[src/sv/i2c_mbe_pkg.sv]
// Types and constants of the I2C master bit engine.
`default_nettype none

package i2c_mbe_pkg;

  localparam int unsigned CNT_W = 16;
  localparam int unsigned REG_W = 16;
  localparam int unsigned BIT_W = 4;
  localparam logic [BIT_W-1:0] BITS_PER_BYTE = BIT_W'(8);

  typedef enum logic [2:0] {
    ACT_TICK  = 3'd0,
    ACT_START = 3'd1,
    ACT_STOP  = 3'd2,
    ACT_WRITE = 3'd3,
    ACT_READ  = 3'd4,
    ACT_ACK   = 3'd5,
    ACT_NACK  = 3'd6,
    ACT_NONE  = 3'd7
  } action_t;

  typedef enum logic [3:0] {
    PH_IDLE    = 4'd0,
    PH_START_A = 4'd1,
    PH_START_B = 4'd2,
    PH_STOP_A  = 4'd3,
    PH_STOP_B  = 4'd4,
    PH_DRIVE   = 4'd5,
    PH_RELEASE = 4'd6,
    PH_WAIT    = 4'd7,
    PH_HIGH    = 4'd8,
    PH_LOW     = 4'd9
  } phase_t;

  localparam logic [1:0] ERR_OK      = 2'd0;
  localparam logic [1:0] ERR_NOACK   = 2'd1;
  localparam logic [1:0] ERR_TIMEOUT = 2'd2;

  localparam logic CFG_HALF    = 1'b0;
  localparam logic CFG_TIMEOUT = 1'b1;

  localparam logic [REG_W-1:0] HALF_RESET    = REG_W'(50);
  localparam logic [REG_W-1:0] TIMEOUT_RESET = REG_W'(1000);

  typedef struct packed {
    logic [2:0] action;
    logic [7:0] write_data;
    logic       scl_in;
    logic       sda_in;
  } in_beat_t;

  typedef struct packed {
    logic       scl_drive_low;
    logic       sda_drive_low;
    logic       busy_res;
    logic       done_res;
    logic [7:0] read_data;
    logic [1:0] error_code;
  } out_beat_t;

endpackage

`default_nettype wire

[src/sv/i2c_master_bit_engine_core.sv]
// I2C master bit engine: tick-driven start/stop/byte/ack sequencer, one result per tick.
//
// Usage: each input beat on in_* is one bus tick carrying the sampled SCL/SDA
// levels and an optional command (start, stop, write, read, ack, nack).
// Commands are taken only when the engine is idle; otherwise they are ignored.
// Every input beat yields exactly one output beat with the open-drain drives,
// busy/done flags, the last read byte and the error code.
// Results are registered in out_r, or in the skid stage while the output is stalled.
// Throughput: one beat per cycle while in_stall is low; the state update is one
// register-to-register pass and the output register plus a one-entry skid stage
// decouple the sides. Stall: while the output is stalled the skid stage takes one
// more beat, then in_stall rises until the output drains. Nothing is dropped.
// Reset (rst_n low, synchronous): engine idle, lines released, counters and
// error cleared, half period 50 ticks, stretch timeout 1000 ticks.
// Configuration: cfg_we writes cfg_wdata to register cfg_idx at once
// (0: half period ticks, 1: stretch timeout ticks); zero acts as one.
`default_nettype none

module i2c_master_bit_engine_core import i2c_mbe_pkg::*; (
  input  wire logic             clk,
  input  wire logic             rst_n,
  input  wire logic             in_valid,
  output logic                  in_stall,
  input  wire in_beat_t         in_data,
  output logic                  out_valid,
  input  wire logic             out_stall,
  output out_beat_t             out_data,
  input  wire logic             cfg_we,
  input  wire logic             cfg_idx,
  input  wire logic [REG_W-1:0] cfg_wdata
);

  localparam logic [CNT_W-1:0] CNT_MAX = {CNT_W{1'b1}};

  function automatic logic [CNT_W-1:0] sat_inc(input logic [CNT_W-1:0] c);
    sat_inc = (c == CNT_MAX) ? c : c + CNT_W'(1);
  endfunction

  function automatic logic cnt_hit(input logic [CNT_W-1:0] c, input logic [REG_W-1:0] lim);
    logic [REG_W-1:0] l;
    l = (lim == '0) ? REG_W'(1) : lim;
    cnt_hit = ({1'b0, c} >= {1'b0, l}) || (c == CNT_MAX);
  endfunction

  logic [REG_W-1:0] half_r, tmo_r;
  phase_t           phase_r, phase_nxt;
  action_t          cmd_r, cmd_nxt;
  logic [BIT_W-1:0] bit_r, bit_nxt;
  logic [7:0]       shift_r, shift_nxt;
  logic [CNT_W-1:0] dly_r, dly_nxt;
  logic [CNT_W-1:0] wait_r, wait_nxt;
  logic             scl_low_r, scl_low_nxt;
  logic             sda_low_r, sda_low_nxt;
  logic [1:0]       err_r, err_nxt;
  logic [7:0]       rd_r, rd_nxt;
  logic             done_nxt;

  out_beat_t        out_r, skid_r, res;
  logic             out_v_r, skid_v_r;
  logic             in_fire, out_fire;

  logic [CNT_W-1:0] dly_inc, wait_inc;
  logic             dly_hit, wait_hit;
  logic             cmd_ok;
  action_t          act;

  assign act      = action_t'(in_data.action);
  assign cmd_ok   = (act != ACT_TICK) && (act != ACT_NONE);
  assign dly_inc  = sat_inc(dly_r);
  assign wait_inc = sat_inc(wait_r);
  assign dly_hit  = cnt_hit(dly_inc, half_r);
  assign wait_hit = cnt_hit(wait_inc, tmo_r);

  assign in_stall = skid_v_r;
  assign in_fire  = in_valid && !in_stall;
  assign out_fire = out_v_r && !out_stall;

  always_comb begin
    phase_nxt = phase_r;
    unique case (phase_r)
      PH_IDLE: begin
        if (cmd_ok) begin
          if (act == ACT_START) phase_nxt = PH_START_A;
          else if (act == ACT_STOP) phase_nxt = PH_STOP_A;
          else phase_nxt = PH_DRIVE;
        end
      end
      PH_START_A: if (dly_hit) phase_nxt = PH_START_B;
      PH_START_B: if (dly_hit) phase_nxt = PH_IDLE;
      PH_STOP_A:  if (dly_hit) phase_nxt = PH_STOP_B;
      PH_STOP_B:  if (dly_hit) phase_nxt = PH_IDLE;
      PH_DRIVE:   phase_nxt = PH_RELEASE;
      PH_RELEASE: phase_nxt = PH_WAIT;
      PH_WAIT: begin
        if (in_data.scl_in) phase_nxt = PH_HIGH;
        else if (wait_hit) phase_nxt = PH_IDLE;
      end
      PH_HIGH: begin
        if (dly_hit) begin
          if (cmd_r == ACT_WRITE) begin
            phase_nxt = (bit_r < BITS_PER_BYTE) ? PH_DRIVE : PH_IDLE;
          end else if (cmd_r == ACT_READ) begin
            phase_nxt = PH_LOW;
          end else begin
            phase_nxt = PH_IDLE;
          end
        end
      end
      PH_LOW: begin
        if (dly_hit) phase_nxt = (bit_r >= BITS_PER_BYTE) ? PH_IDLE : PH_DRIVE;
      end
      default: phase_nxt = PH_IDLE;
    endcase
  end

  always_comb begin
    cmd_nxt     = cmd_r;
    bit_nxt     = bit_r;
    shift_nxt   = shift_r;
    dly_nxt     = dly_r;
    wait_nxt    = wait_r;
    scl_low_nxt = scl_low_r;
    sda_low_nxt = sda_low_r;
    err_nxt     = err_r;
    rd_nxt      = rd_r;
    done_nxt    = 1'b0;
    unique case (phase_r)
      PH_IDLE: begin
        if (cmd_ok) begin
          cmd_nxt  = act;
          err_nxt  = ERR_OK;
          bit_nxt  = '0;
          dly_nxt  = '0;
          wait_nxt = '0;
          if (act == ACT_START) begin
            scl_low_nxt = 1'b0;
            sda_low_nxt = 1'b0;
          end else if (act == ACT_STOP) begin
            sda_low_nxt = 1'b1;
          end else begin
            shift_nxt = (act == ACT_WRITE) ? in_data.write_data : 8'h00;
          end
        end
      end
      PH_START_A, PH_STOP_A: begin
        dly_nxt = dly_inc;
        if (dly_hit) begin
          dly_nxt = '0;
          if (phase_r == PH_START_A) sda_low_nxt = 1'b1;
          else scl_low_nxt = 1'b0;
        end
      end
      PH_START_B, PH_STOP_B: begin
        dly_nxt = dly_inc;
        if (dly_hit) begin
          if (phase_r == PH_START_B) scl_low_nxt = 1'b1;
          else sda_low_nxt = 1'b0;
          err_nxt  = ERR_OK;
          done_nxt = 1'b1;
        end
      end
      PH_DRIVE: begin
        if (cmd_r == ACT_WRITE && bit_r < BITS_PER_BYTE) sda_low_nxt = !shift_r[7];
        else if (cmd_r == ACT_ACK) sda_low_nxt = 1'b1;
        else sda_low_nxt = 1'b0;
      end
      PH_RELEASE: begin
        scl_low_nxt = 1'b0;
        wait_nxt    = '0;
      end
      PH_WAIT: begin
        if (in_data.scl_in) begin
          dly_nxt = '0;
        end else begin
          wait_nxt = wait_inc;
          if (wait_hit) begin
            err_nxt  = ERR_TIMEOUT;
            done_nxt = 1'b1;
          end
        end
      end
      PH_HIGH: begin
        dly_nxt = dly_inc;
        if (dly_hit) begin
          scl_low_nxt = 1'b1;
          if (cmd_r == ACT_WRITE) begin
            if (bit_r < BITS_PER_BYTE) begin
              shift_nxt = {shift_r[6:0], 1'b0};
              bit_nxt   = bit_r + BIT_W'(1);
            end else begin
              err_nxt  = in_data.sda_in ? ERR_NOACK : ERR_OK;
              done_nxt = 1'b1;
            end
          end else if (cmd_r == ACT_READ) begin
            shift_nxt = {shift_r[6:0], in_data.sda_in};
            bit_nxt   = bit_r + BIT_W'(1);
            dly_nxt   = '0;
          end else begin
            err_nxt  = ERR_OK;
            done_nxt = 1'b1;
          end
        end
      end
      PH_LOW: begin
        dly_nxt = dly_inc;
        if (dly_hit && bit_r >= BITS_PER_BYTE) begin
          rd_nxt   = shift_r;
          err_nxt  = ERR_OK;
          done_nxt = 1'b1;
        end
      end
      default: ;
    endcase
  end

  always_comb begin
    res.scl_drive_low = scl_low_nxt;
    res.sda_drive_low = sda_low_nxt;
    res.busy_res      = (phase_nxt != PH_IDLE);
    res.done_res      = done_nxt;
    res.read_data     = rd_nxt;
    res.error_code    = err_nxt;
  end

  always_ff @(posedge clk) begin
    if (!rst_n) begin
      half_r    <= HALF_RESET;
      tmo_r     <= TIMEOUT_RESET;
      phase_r   <= PH_IDLE;
      cmd_r     <= ACT_TICK;
      bit_r     <= '0;
      shift_r   <= '0;
      dly_r     <= '0;
      wait_r    <= '0;
      scl_low_r <= 1'b0;
      sda_low_r <= 1'b0;
      err_r     <= ERR_OK;
      rd_r      <= '0;
    end else begin
      if (cfg_we) begin
        if (cfg_idx == CFG_HALF) half_r <= cfg_wdata;
        else tmo_r <= cfg_wdata;
      end
      if (in_fire) begin
        phase_r   <= phase_nxt;
        cmd_r     <= cmd_nxt;
        bit_r     <= bit_nxt;
        shift_r   <= shift_nxt;
        dly_r     <= dly_nxt;
        wait_r    <= wait_nxt;
        scl_low_r <= scl_low_nxt;
        sda_low_r <= sda_low_nxt;
        err_r     <= err_nxt;
        rd_r      <= rd_nxt;
      end
    end
  end

  always_ff @(posedge clk) begin
    if (!rst_n) begin
      out_v_r  <= 1'b0;
      skid_v_r <= 1'b0;
    end else if (skid_v_r) begin
      if (out_fire) skid_v_r <= 1'b0;
    end else if (in_fire) begin
      if (out_v_r && !out_fire) skid_v_r <= 1'b1;
      else out_v_r <= 1'b1;
    end else if (out_fire) begin
      out_v_r <= 1'b0;
    end
  end

  always_ff @(posedge clk) begin
    if (skid_v_r) begin
      if (out_fire) out_r <= skid_r;
    end else if (in_fire) begin
      if (out_v_r && !out_fire) skid_r <= res;
      else out_r <= res;
    end
  end

  assign out_valid = out_v_r;
  assign out_data  = out_r;

endmodule

`default_nettype wire

[config.mk]
export PLATFORM = sky130hd
export DESIGN_NAME = i2c_master_bit_engine_core
export DESIGN_NICKNAME = d
export VERILOG_FILES = /design/src/sv/i2c_mbe_pkg.sv /design/src/sv/i2c_master_bit_engine_core.sv
export SDC_FILE = /design/constraint.sdc
export NUM_CORES = 1
export LEC_CHECK = 0
export ABC_CLOCK_PERIOD_IN_PS = 5700
export BUFFER_PORTS_ARGS = -buffer_cell sky130_fd_sc_hd__buf_4
export CORE_MARGIN = 1
export CORE_UTILIZATION = 55
export CTS_BUF_LIST = sky130_fd_sc_hd__clkbuf_16
export CTS_CLUSTER_DIAMETER = 200
export CTS_CLUSTER_SIZE = 40
export DETAILED_ROUTE_END_ITERATION = 8
export PLACE_DENSITY = 0.74
export SYNTH_ARGS = -nofsm -noshare
export SYNTH_HDL_FRONTEND = slang
export SYNTH_SLANG_ARGS = --single-unit
[constraint.sdc]
create_clock -name clk -period 5.7 [get_ports clk]
set_input_delay 0.285 -clock clk [delete_from_list [all_inputs] [get_ports clk]]
set_output_delay 0.285 -clock clk [all_outputs]
set_load 0.01 [all_outputs]
; After elaboration in Yosys (flattened, before gate mapping)
; Index checks and enable logic that the tools add are counted.
[classes]
muxes = 94
eq_ne = 31
n_shift = 0
magnitude_cmp = 4
addsub = 3
n_bitwise = 2
div_mod_pow = 0
multipliers = 0
reduce_logical = 35
[ops]
columns = operator, n
row1 = $mux W16, 11
row2 = $mux W8, 10
row3 = $pmux W16 S5, 1
row4 = $eq A16 B16 Y1 const B, 4
row5 = $mux W4, 15
row6 = $mux W14, 4
row7 = $pmux W16 S3, 1
row8 = $pmux W4 S9, 1
row9 = $add A16 B1 Y16 const B, 2
row10 = $ge A16 B16 Y1, 2
row11 = $logic_not A16 Y1, 2
row12 = $mux W1, 32
row13 = $mux W2, 9
row14 = $eq A4 B3 Y1 const B, 4
row15 = $ne A2 B2 Y1 const B, 8
row16 = $pmux W8 S2, 1
row17 = $mux W3, 4
row18 = $reduce_and A3 Y1, 4
row19 = $pmux W2 S5, 1
row20 = $eq A3 B2 Y1 const B, 3
row21 = $ne A3 B3 Y1 const B, 3
row22 = $eq A4 B2 Y1 const B, 2
row23 = $eq A4 B4 Y1 const B, 2
row24 = $pmux W1 S4, 2
row25 = 24 further kinds, 41
[word_totals]
ramBits = 0
n_memories = 0
input_bits = 35
reg_bits = 125
word_cells = 195
rom_bits = 0
latch_bits = 0

; Longest topological paths before layout
[depth]
ltp_word = 11
ltp_mapped = 19
ltp_nobuf = 15

; Least setup slack after synthesis
; OpenSTA, ideal clock, no wires.
[synth_timing]
path_type = register -> register
start = register dly_r[1]
end = register out_r, in the netlist out_data[5], data pin
n_path_buf = 2
path_stages_with_launch = 17
t_arrival_ns = 4.048
path_slack_ns = 1.392
t_required_ns = 5.440
period_less_slack_ns = 4.308
cell_sequence = dfxtp_1 > ha_1 > clkbuf_1 > nand2_1 > or4_1 > and4_1 > or2_2 > ha_1 > a21o_1 > a21o_1 > a221oi_1 > o21ai_1 > or2_1 > buf_4 > nand4_4 > mux2_4 > mux2_2
[synth_via]
elab_chain_cells = 10
word_cells_on_any_way = 12
[synth_rtl]
columns = item, line_no
row1 = start: declaration, i2c_master_bit_engine_core.sv:50  ; logic [CNT_W-1:0] dly_r, dly_nxt;
row2 = start signal: assignment, i2c_master_bit_engine_core.sv:249  ; dly_r <= dly_nxt;
row3 = $add A16 B1 Y16 or $eq A16 B16 Y1 (tied branches), i2c_master_bit_engine_core.sv:36  ; sat_inc = (c == CNT_MAX) ? c : c + CNT_W'(1);
row4 = $mux W16 (*), i2c_master_bit_engine_core.sv:36
row5 = $ge A16 B16 Y1 or $eq A16 B16 Y1 (tied branches), i2c_master_bit_engine_core.sv:42  ; cnt_hit = ({1'b0, c} >= {1'b0, l}) || (c == CNT_MAX);
row6 = $logic_or A1 B1 Y1 (*), i2c_master_bit_engine_core.sv:42
row7 = $logic_and A1 B1 Y1 (*), i2c_master_bit_engine_core.sv:206  ; if (dly_hit && bit_r >= BITS_PER_BYTE) begin
row8 = $mux W8 (*), i2c_master_bit_engine_core.sv:206
row9 = $mux W8 (*), i2c_master_bit_engine_core.sv:127  ; unique case (phase_r)
row10 = net rd_nxt[3], i2c_master_bit_engine_core.sv:55  ; logic [7:0] rd_r, rd_nxt;
row11 = $mux W14 (*), i2c_master_bit_engine_core.sv:277  ; if (out_v_r && !out_fire) skid_r <= res;
row12 = $mux W14 (*), i2c_master_bit_engine_core.sv:276  ; end else if (in_fire) begin
row13 = $mux W14 (*), i2c_master_bit_engine_core.sv:274  ; if (skid_v_r) begin
row14 = end signal: assignment, i2c_master_bit_engine_core.sv:275  ; if (out_fire) out_r <= skid_r;
row15 = end signal: assignment, i2c_master_bit_engine_core.sv:278  ; else out_r <= res;
row16 = end: declaration, i2c_master_bit_engine_core.sv:58  ; out_beat_t out_r, skid_r, res;
; Mark *: on every way through the listed nets, which the timed path passes. The rest lies on a longest branch. The select of a mux whose other input is x is not followed.
; A chain may end at the register's enable or synchronous reset.

; Worst setup path in the final report
[layout_timing]
start = register dly_r[0]
end = register out_r, in the netlist out_data[11], data pin
[layout_via]
elab_chain_cells = 10
word_cells_on_any_way = 16
[layout_rtl]
columns = item, line_no
row1 = $add A16 B1 Y16 or $eq A16 B16 Y1 (tied branches), i2c_master_bit_engine_core.sv:36
row2 = $mux W16 (*), i2c_master_bit_engine_core.sv:36
row3 = $ge A16 B16 Y1 or $eq A16 B16 Y1 (tied branches), i2c_master_bit_engine_core.sv:42
row4 = $logic_or A1 B1 Y1 (*), i2c_master_bit_engine_core.sv:42
row5 = $mux W4 (on tied branches), --
row6 = $pmux W4 S9 (*), i2c_master_bit_engine_core.sv:80  ; unique case (phase_r)
row7 = $reduce_bool A4 Y1 (*), i2c_master_bit_engine_core.sv:219  ; res.busy_res = (phase_nxt != PH_IDLE);
row8 = $mux W14 (*), i2c_master_bit_engine_core.sv:277
row9 = $mux W14 (*), i2c_master_bit_engine_core.sv:276
row10 = $mux W14 (*), i2c_master_bit_engine_core.sv:274
; Every way passes the cells marked *; elsewhere a longest branch is shown, timed or not. The select of a mux whose other input is x is not followed.

==> key figures <==
GRT
  – Initial antenna violation count: 0
  – First-pass GRT wire length: 31,530 um
  – GRT Overall Usage: 28.08%
  – Vias in the first global route: 6,447
  – Largest net degree at the start of global routing: 56
  – GRT overflow: 0

Run status
  – Status: finished clean

Yosys
  – Commonest cells in the netlist: 125 x nand2_1, 97 x dfxtp_1, 75 x a21oi_1, 58 x nor2_1, 42 x clkbuf_1
  – Async S/R FF share, synth: 0%
  – Yosys Warn Count: 0
  – Sequential fraction of the synthesis area: 37.42%
  – Netlist cell types: 77
  – Cells after Synth: 886
  – Synth top area share: 26.11%
  – Yosys reg bits: 125
  – Post-synth EDFFs: 28
  – Avg Cell Area, Syn: 8.394 um^2
  – Syn nets: 955
  – Area contributors post-synth: dfxtp_1 26%, edfxtp_1 11%, nand2_1 6.3%
  – Post-synth top area cell: dfxtp_1
  – Synth Flop Type: dfxtp_1
  – Top-count cell post-synth: nand2_1
  – Synthesized cell area: 0.007437 mm^2

Worst setup path
  – Startpoint Class: register
  – R2r setup slk: 740 ps
  – Worst Reg2Reg Path Length in Cells: 14
  – CP Cell Sequence: ha_1 -> nand2_1 -> or4_1 -> and4_1 -> or2_2 -> ha_1 -> a21o_1 -> a21o_1 -> a221oi_1 -> o21ai_1 -> nor2_1 -> mux2i_1 -> nor4bb_1 -> a41oi_1
  – RR Startpoint: dly_r[0]
  – Delay of the slowest critical-path stage: 520 ps
  – Slowest-stage cell, CP: or4_1
  – CP Data Required Time: 5840 ps
  – Worst Setup Path Type: reg2reg
  – Critical R2R Capture: out_data[11]
  – Arr. time, crit path: 5090 ps
  – Critical path fanouts, max: 9
  – CP delay by family, top: simple AND/OR/NAND/NOR gates
  – Buf/Inv on CP: 0
  – CP startpoint: dly_r[0]
  – Endpoint type of the worst setup path: register

STA
  – Skew final: 6.918 ps
  – Final slew viol count: 0
  – Setup_tns: 0 ps
  – Final number of setup-violating endpoints: 0
  – RSZ-0062 raised after global routing: false
  – Final setup margin: 744.6 ps
  – Period utilization: 86.94%
  – Fin crit period: 4955 ps
  – Maximum operating frequency: 201.8 MHz
  – Least-Margin Pin Slew: 1131 ps
  – Fin. Hold Viols: 0
  – Slew headroom: 24.05%

Cells and area
  – Ant. Diodes: 0
  – Area grow syn2layout: 14.06%
  – Net count, final: 978
  – Share of cells above drive strength 1: 14.97%
  – Core Util, Final: 64.31%

Placement
  – Gp weighted congestion: 1.008
  – Post-DP HPWL: 13,640 um
  – # port buffers: 50
  – Post-Place Setup Slack: 879.1 ps

Drt
  – Drt first pass iters: 5
  – Vias/cell: 6.242
  – Final wirelength: 19,230 um
  – DRC: 0
  – Routed WL per cell: 17.51 um
  – Vias after detailed routing: 6,854
  – Number of DRC markers in iteration 0: 622
  – Post-route antenna net violation count: 0

Clocking
  – Setup Fix Bufs, Post-CTS: 0
  – CTS resizes: 0
  – Maximum clock insertion buffer count: 2
  – Clock slew at reported path FFs: 60 ps
  – TritonCTS buffer count: 17
  – Root Buffer: clkbuf_16
  – CTS Hold Bufs: 0
  – CTS sink cnt: 125
  – Worst skew pair latency: 420 ps
  – Htree depth: 4
  – TritonCTS clock tree: yes

Worst hold path
  – Hold depth: 3
  – Hold Crit Start: cfg_wdata[5]
  – Worst Hold End: half_r[5]
  – Worst hold path type: in2reg

Floorplanning
  – Die Height: 118.3 um
  – Row count: 42
  – # IOs: 51
  – Die Area: 0.01399 mm^2
  – Die Width: 118.3 um
  – Core ar.: 0.01319 mm^2
  – Starting Density: 56.38%

Power and ir drop
  – Leak: 0.003354 uW
  – PD cells: 285.3 mW/mm^2
  – VDD IR max: 198.0 uV

Flow run
  – Max-Cap Viols: 0
layer usage:
| metal | GRT usage, % | share of wire [%] | vias to the layer above |
|---|---|---|---|
| met5 | 0 | 0 | - |
| met4 | 10.98 | 2.1 | 0 |
| met3 | 4.537 | 5.8 | 39 |
| met2 | 47.76 | 49 | 262 |
| met1 | 35.51 | 43 | 3268 |
| li1 | - | - | 3285 |
registers in the layout, indices dropped and copies added, names as in the netlist:
register / count
phase_r: 4
tmo_r: 16
out_data: 14
wait_r: 16
scl_low_r: 1
dly_r: 16
rd_r: 8
skid_r: 14
bit_r: 4
sda_low_r: 1
out_valid: 1
err_r: 2
cmd_r: 3
half_r: 16
shift_r: 8
in_stall: 1
tightest hold or removal path: cells and delay by family:
family / cells / cell delay, ps
buf+inv: 1 / 90
compound gates: 1 / 70
simple gates: 1 / 40
final cells by class:
type                       count  area, um^2
clock buffer                  17       425.4
clock inverter                15       186.4
fill                        1096        4707
inverter                      41       153.9
multi-input combinational    667        4287
sequential                   125        2783
tap                          176       220.2
timing repair buffer          57       427.9
through the flow:
stage                     instances  power, uW  hold WS (ps)  cell area, um^2
after detailed placement       1066       1309         450.6             7871
after global placement         1066       1299         457.6             7871
after CTS                      1098       2427         107.3             8483
after floorplan                 886       1211         421.0             7437
after global routing           1098       2504         116.6             8483
final                          1098       2420         110.1             8483
where the power goes:
part / leakage [uW] / internal [uW] / total, uW / switching (uW)
clock network: 0.000294 / 694 / 1130 / 431
logic: 0.00200 / 120 / 298 / 178
registers: 0.00106 / 955 / 997 / 42.2
total: 0.00335 / 1770 / 2420 / 651
worst max path at each step:
| stage | slack [ps] | to | cells after the start |
|---|---|---|---|
| final | 740 | out_data[11] | 14 |
| after detailed placement | 880 | out_data[3] | 14 |
| after global routing | 400 | out_data[11] | 14 |
| after global placement | 1060 | out_data[11] | 14 |
| after CTS | 800 | out_data[3] | 14 |
| after floorplan | 1390 | out_data[5] | 16 |
cell usage in the layout, fill, tap and decap left out, types with 7 or more instances in the layout:
cell type,n
nor3_1,21
mux2i_1,8
xnor2_1,11
mux2_4,8
nand3_1,39
nand2_1,125
a21oi_1,75
and3_1,13
o211ai_1,14
inv_1,39
nor2b_1,7
nor2_1,58
a22oi_1,19
nand2b_1,18
clkbuf_16,17
or2_2,7
nor4_1,16
ha_1,34
buf_4,57
nand4_1,11
mux2_2,20
edfxtp_1,28
a211oi_1,14
o21ai_0,34
o211a_1,9
dfxtp_1,97
kinds of logic (layout without fill, tap and decap cells):
logic type,Yosys count,in the layout,synth area share (%)
buf+inv,94,130,4.946
mux,36,36,5.720
compound gates,233,233,21.25
fa+ha+maj,34,34,5.720
simple gates,348,348,23.07
xor+xnor,16,16,1.884
flops,125,125,37.42
No activity file was read; power rests on OpenSTA's default activity.
